==> src/hw/rtl/spt_pkg.sv <==
package spt_pkg;

  // table geometry
  localparam int CAPACITY = 256;
  localparam int ADDR_W   = $clog2(CAPACITY);
  localparam int CNT_W    = ADDR_W + 1;
  localparam int FRAC_BITS = 16;
  localparam int VAL_W    = 32;

  // command codes
  localparam logic [1:0] CMD_INSERT = 2'd0;
  localparam logic [1:0] CMD_LOOKUP = 2'd1;
  localparam logic [1:0] CMD_READ   = 2'd2;

  // status codes
  localparam logic [1:0] ST_OK        = 2'd0;
  localparam logic [1:0] ST_FULL      = 2'd1;
  localparam logic [1:0] ST_EMPTY     = 2'd2;
  localparam logic [1:0] ST_BAD_INDEX = 2'd3;

  // extreme Q16.16 values for the bound trackers
  localparam logic signed [VAL_W-1:0] VAL_MOST_POS = {1'b0, {(VAL_W-1){1'b1}}};
  localparam logic signed [VAL_W-1:0] VAL_MOST_NEG = {1'b1, {(VAL_W-1){1'b0}}};

  // one stored entry
  typedef struct packed {
    logic signed [VAL_W-1:0] x;
    logic signed [VAL_W-1:0] y;
  } pair_t;

  // running bounds of everything inserted
  typedef struct packed {
    logic signed [VAL_W-1:0] min_x;
    logic signed [VAL_W-1:0] max_x;
    logic signed [VAL_W-1:0] min_y;
    logic signed [VAL_W-1:0] max_y;
  } bounds_t;

endpackage

==> src/hw/rtl/spt_bounds.sv <==
module spt_bounds (
  input  logic           clk,
  input  logic           rst,
  input  logic           upd,
  input  spt_pkg::pair_t new_pair,
  output spt_pkg::bounds_t bnd
);

  spt_pkg::bounds_t bnd_next;

  // widen each bound toward the new pair
  always_comb begin
    bnd_next = bnd;
    if (new_pair.x < bnd.min_x) bnd_next.min_x = new_pair.x;
    if (bnd.max_x < new_pair.x) bnd_next.max_x = new_pair.x;
    if (new_pair.y < bnd.min_y) bnd_next.min_y = new_pair.y;
    if (bnd.max_y < new_pair.y) bnd_next.max_y = new_pair.y;
  end

  always_ff @(posedge clk) begin
    if (rst) begin
      bnd.min_x <= spt_pkg::VAL_MOST_POS;
      bnd.max_x <= spt_pkg::VAL_MOST_NEG;
      bnd.min_y <= spt_pkg::VAL_MOST_POS;
      bnd.max_y <= spt_pkg::VAL_MOST_NEG;
    end else if (upd) begin
      bnd <= bnd_next;
    end
  end

endmodule

==> config.mk <==
export PLATFORM = sky130hd
export DESIGN_NAME = spt_bounds
export DESIGN_NICKNAME = d
export VERILOG_FILES = /design/src/hw/rtl/spt_pkg.sv /design/src/hw/rtl/spt_bounds.sv
export SDC_FILE = /design/constraint.sdc
export NUM_CORES = 1
export LEC_CHECK = 0
export BUFFER_PORTS_ARGS = -buffer_cell sky130_fd_sc_hd__buf_4
export CAP_MARGIN = 0
export CELL_PAD_IN_SITES_DETAIL_PLACEMENT = 0
export CELL_PAD_IN_SITES_GLOBAL_PLACEMENT = 1
export CORE_MARGIN = 2
export CORE_UTILIZATION = 42
export DETAILED_ROUTE_END_ITERATION = 8
export GPL_TIMING_DRIVEN = 0
export HOLD_SLACK_MARGIN = 0.08
export PLACE_DENSITY = 0.86
export SLEW_MARGIN = 20
export SYNTH_ARGS = -nofsm -noshare
export SYNTH_HDL_FRONTEND = slang
export SYNTH_SLANG_ARGS = --single-unit
==> constraint.sdc <==
create_clock -name clk -period 6.65 [get_ports clk]
set_input_delay 1.33 -clock clk [delete_from_list [all_inputs] [get_ports clk]]
set_output_delay 1.33 -clock clk [all_outputs]
set_load 0.05 [all_outputs]
==> impl_metrics.json <==
{
  "status": "finished, final reports clean",
  "crit_arrival_ns": 4.20,
  "synth_simple_gate_area_share_pct": 10.6,
  "synth_edf_count": 0,
  "p_sw_w": 0.000948,
  "yosysSeqAreaShare_pct": 35.1,
  "switching_share_pct": 34.9,
  "viasPerCell": 5.12,
  "ctsHoldBuffers": 0,
  "grt_pass1_wl_mm": 31.0,
  "clockBufferDepth": 2,
  "core_um2": 17100,
  "antenna_found_initial": 0,
  "start_util_pct": 42.6,
  "die_y_um": 136,
  "fin_crit_sh_pct": 58.5,
  "boundaryPins": 195,
  "largest_reg_flops": 128,
  "muxShareOfSynthArea_pct": 0.412,
  "yosys.area_share.adder_pct": 21.3,
  "synth_flop_cell": "dfxtp_1",
  "cp.required_ns": 6.95,
  "gp_congestion": 0.846,
  "vias": 6555,
  "power_density_nw_per_um2": 281,
  "grt_overflow": 0,
  "grtUsageTotal_pct": 21.3,
  "rsz0062_at_grt": "no",
  "wl_mm": 19.6,
  "nNetsFinal": 1233,
  "antenna_left": 0,
  "dp_hpwl_mm": 15.3,
  "synth_area_leader_cell": "dfxtp_1",
  "remaining_drc_errors": 0,
  "core.rowCount": 48,
  "diodes": 0,
  "cts_tree": "yes",
  "yosysWarningCount": 0,
  "avgSynthCellArea_um2": 8.79,
  "cp_cell_sequence": "buf_4 > inv_1 > ha_1 > nand4_1 > nor4_1 > nor3b_1 > o311ai_1 > a32o_1 > clkbuf_1 > nand2_1 > o21ai_1",
  "seqPwrFrac_pct": 33.5,
  "crit_path_start_kind": "input port",
  "comb_power_share_pct": 30.0,
  "wl_per_cell_um": 15.3,
  "clockPowerShare_pct": 36.5,
  "crit_family": "simple AND/OR/NAND/NOR gates",
  "path_max_fanout": 10,
  "tns_ns": 0,
  "synth_top_family_by_area": "compound AO/OA/AOI/OAI gates",
  "crit_slowest_cell": "nor3b_1",
  "netlist_top_cells_area": "dfxtp_1 35%, ha_1 21%, inv_1 8.2%, o22a_1 7.2%, nand2_1 3.9%",
  "netlist_area_um2": 7290,
  "p_leak_nw": 5.14,
  "tightest_slew_ns": 0.574,
  "fmax_ghz": 0.257,
  "grt_pass1_vias": 6140,
  "firstDrtPassIters": 4,
  "finalSetupViolations": 0,
  "cts-root-buf": "clkbuf_16",
  "cell_internal_pwr_w": 0.00177,
  "end_kind": "flip-flop",
  "syn_inst": 830,
  "max_cap_viol_count": 0,
  "port_buffers": 193,
  "synth_xor_area_share_pct": 0.120,
  "area_growth_pct": 32.3,
  "reg.largest.list": "bnd: 128 flops",
  "synth_compound_area_share_pct": 22.0,
  "synth.top_cell.area_share_pct": 35.1,
  "syn-num-nets": 1021,
  "cts-buffers-inserted": 17,
  "top_register": "bnd",
  "period_needed_ns": 3.89,
  "cts_resized": 0,
  "drive_gt1_share_pct": 23.7,
  "cts.clk_slew.worst_paths_ns": 0.06,
  "clock_skew_ns": 0.00821,
  "drv_slew": 0,
  "hp-class": "reg -> reg",
  "drt-initial-drc-count": 211,
  "critical-path-max-stage-delay_ns": 0.50,
  "ir_drop_v": 0.000178,
  "total_power_w": 0.00271,
  "setup.worst_path.class": "in -> reg",
  "async_flop_share_pct": 0,
  "ys_types": 47,
  "die_w_um": 136,
  "post_cts.repair.setup_buffers": 0,
  "worst-path-buf-inv": 3,
  "cts.sinks": 128,
  "htreeDepth": 4,
  "grt_max_degree": 17,
  "synth-seq-cells": 128,
  "relSlewSlack_pct": 61.7,
  "clock_latency_ns": 0.42,
  "dieArea_um2": 18400,
  "finalHoldViolCount": 0
}
-- cell usage in the layout, fill, tap and decap left out, drive strengths merged, types with 10 or more instances in the layout --
| cell | count |
|---|---|
| ha | 124 |
| nor2 | 16 |
| o21ai | 51 |
| a22o | 30 |
| clkbuf | 26 |
| nand2b | 10 |
| nand2 | 77 |
| o22a | 60 |
| a21oi | 47 |
| nand4 | 18 |
| inv | 159 |
| dfxtp | 128 |
| buf | 215 |
-- power groups by stage --
stage / registers, W / clock network (W) / logic (W)
2_1_floorplan: 0.00118 / 0 / 0.000295
3_3_place_gp: 0.000924 / 0 / 0.000809
3_5_place_dp: 0.000924 / 0 / 0.000817
4_1_cts: 0.000909 / 0.00100 / 0.000821
5_1_grt: 0.000919 / 0.00104 / 0.000888
6_report: 0.000909 / 0.000992 / 0.000814
-- logic make-up (layout without fill, tap and decap cells) --
| kind of cell | count (synthesis) | after routing |
|---|---|---|
| fa+ha+maj | 124 | 124 |
| buf+inv | 185 | 410 |
| xor+xnor | 1 | 1 |
| flops | 128 | 128 |
| mux | 3 | 3 |
| compound gates | 228 | 228 |
| simple gates | 161 | 161 |
-- per-layer routing --
layer	track usage, %	part of all wire (%)	up-vias
met3	6.55	7.0	23
li1	-	-	3336
met2	33.6	45	147
met5	0	0	-
met1	27.9	46	3049
met4	6.89	1.6	0
-- metrics by stage --
stage	instance area [um^2]	utilization, %	hold WS, ns	cells	setup slack (ns)
2_1_floorplan	7290	-	0.677	830	3.22
3_3_place_gp	9020	52.7	0.458	1248	2.33
3_5_place_dp	9020	52.7	0.466	1248	2.31
4_1_cts	9650	56.4	0.479	1280	2.72
5_1_grt	9650	56.4	0.492	1280	2.57
6_report	9650	56.4	0.476	1280	2.76
-- worst min-delay path: cells and delay by family, from the launching register on --
family                 cells  cell delay (ns)
buffers and inverters      1             0.05
DFF                        1             0.32
AOI/OAI and AO/OA          1             0.05
-- Yosys cell counts (all sizes together) (3+ instances only) --
cell,n
mux2i,3
a21o,7
a22oi,4
dfxtp,128
nand3,8
nor3,8
o21ai,51
nor2,16
o22a,60
o21a,3
nand2,77
nand2b,10
a21oi,47
nand4,18
a2111oi,4
clkbuf,3
ha,124
buf,22
o211ai,6
a221oi,3
inv,159
o311ai,3
a22o,30
and2,3
nor2b,5
nor4,5
-- final timing paths --
check	startpoint	cells past startpoint	slack, ns	to
worst max-delay path	new_pair[63]	11	2.76	bnd[91]
worst min-delay path	bnd[82]	2	0.48	bnd[82]
worst max register to register	bnd[95]	9	3.51	bnd[91]
worst min register to register	bnd[82]	2	0.48	bnd[82]
-- layout make-up --
| cell class | count | area, um^2 |
|---|---|---|
| sequential | 128 | 2560 |
| clock buffer | 23 | 498 |
| clock inverter | 9 | 129 |
| inverter | 160 | 601 |
| fill | 1618 | 7460 |
| multi-input combinational | 517 | 3970 |
| tap | 225 | 282 |
| timing repair buffer | 193 | 1450 |
| buffer | 25 | 158 |
Note: power is estimated with default switching activity, not from simulation.
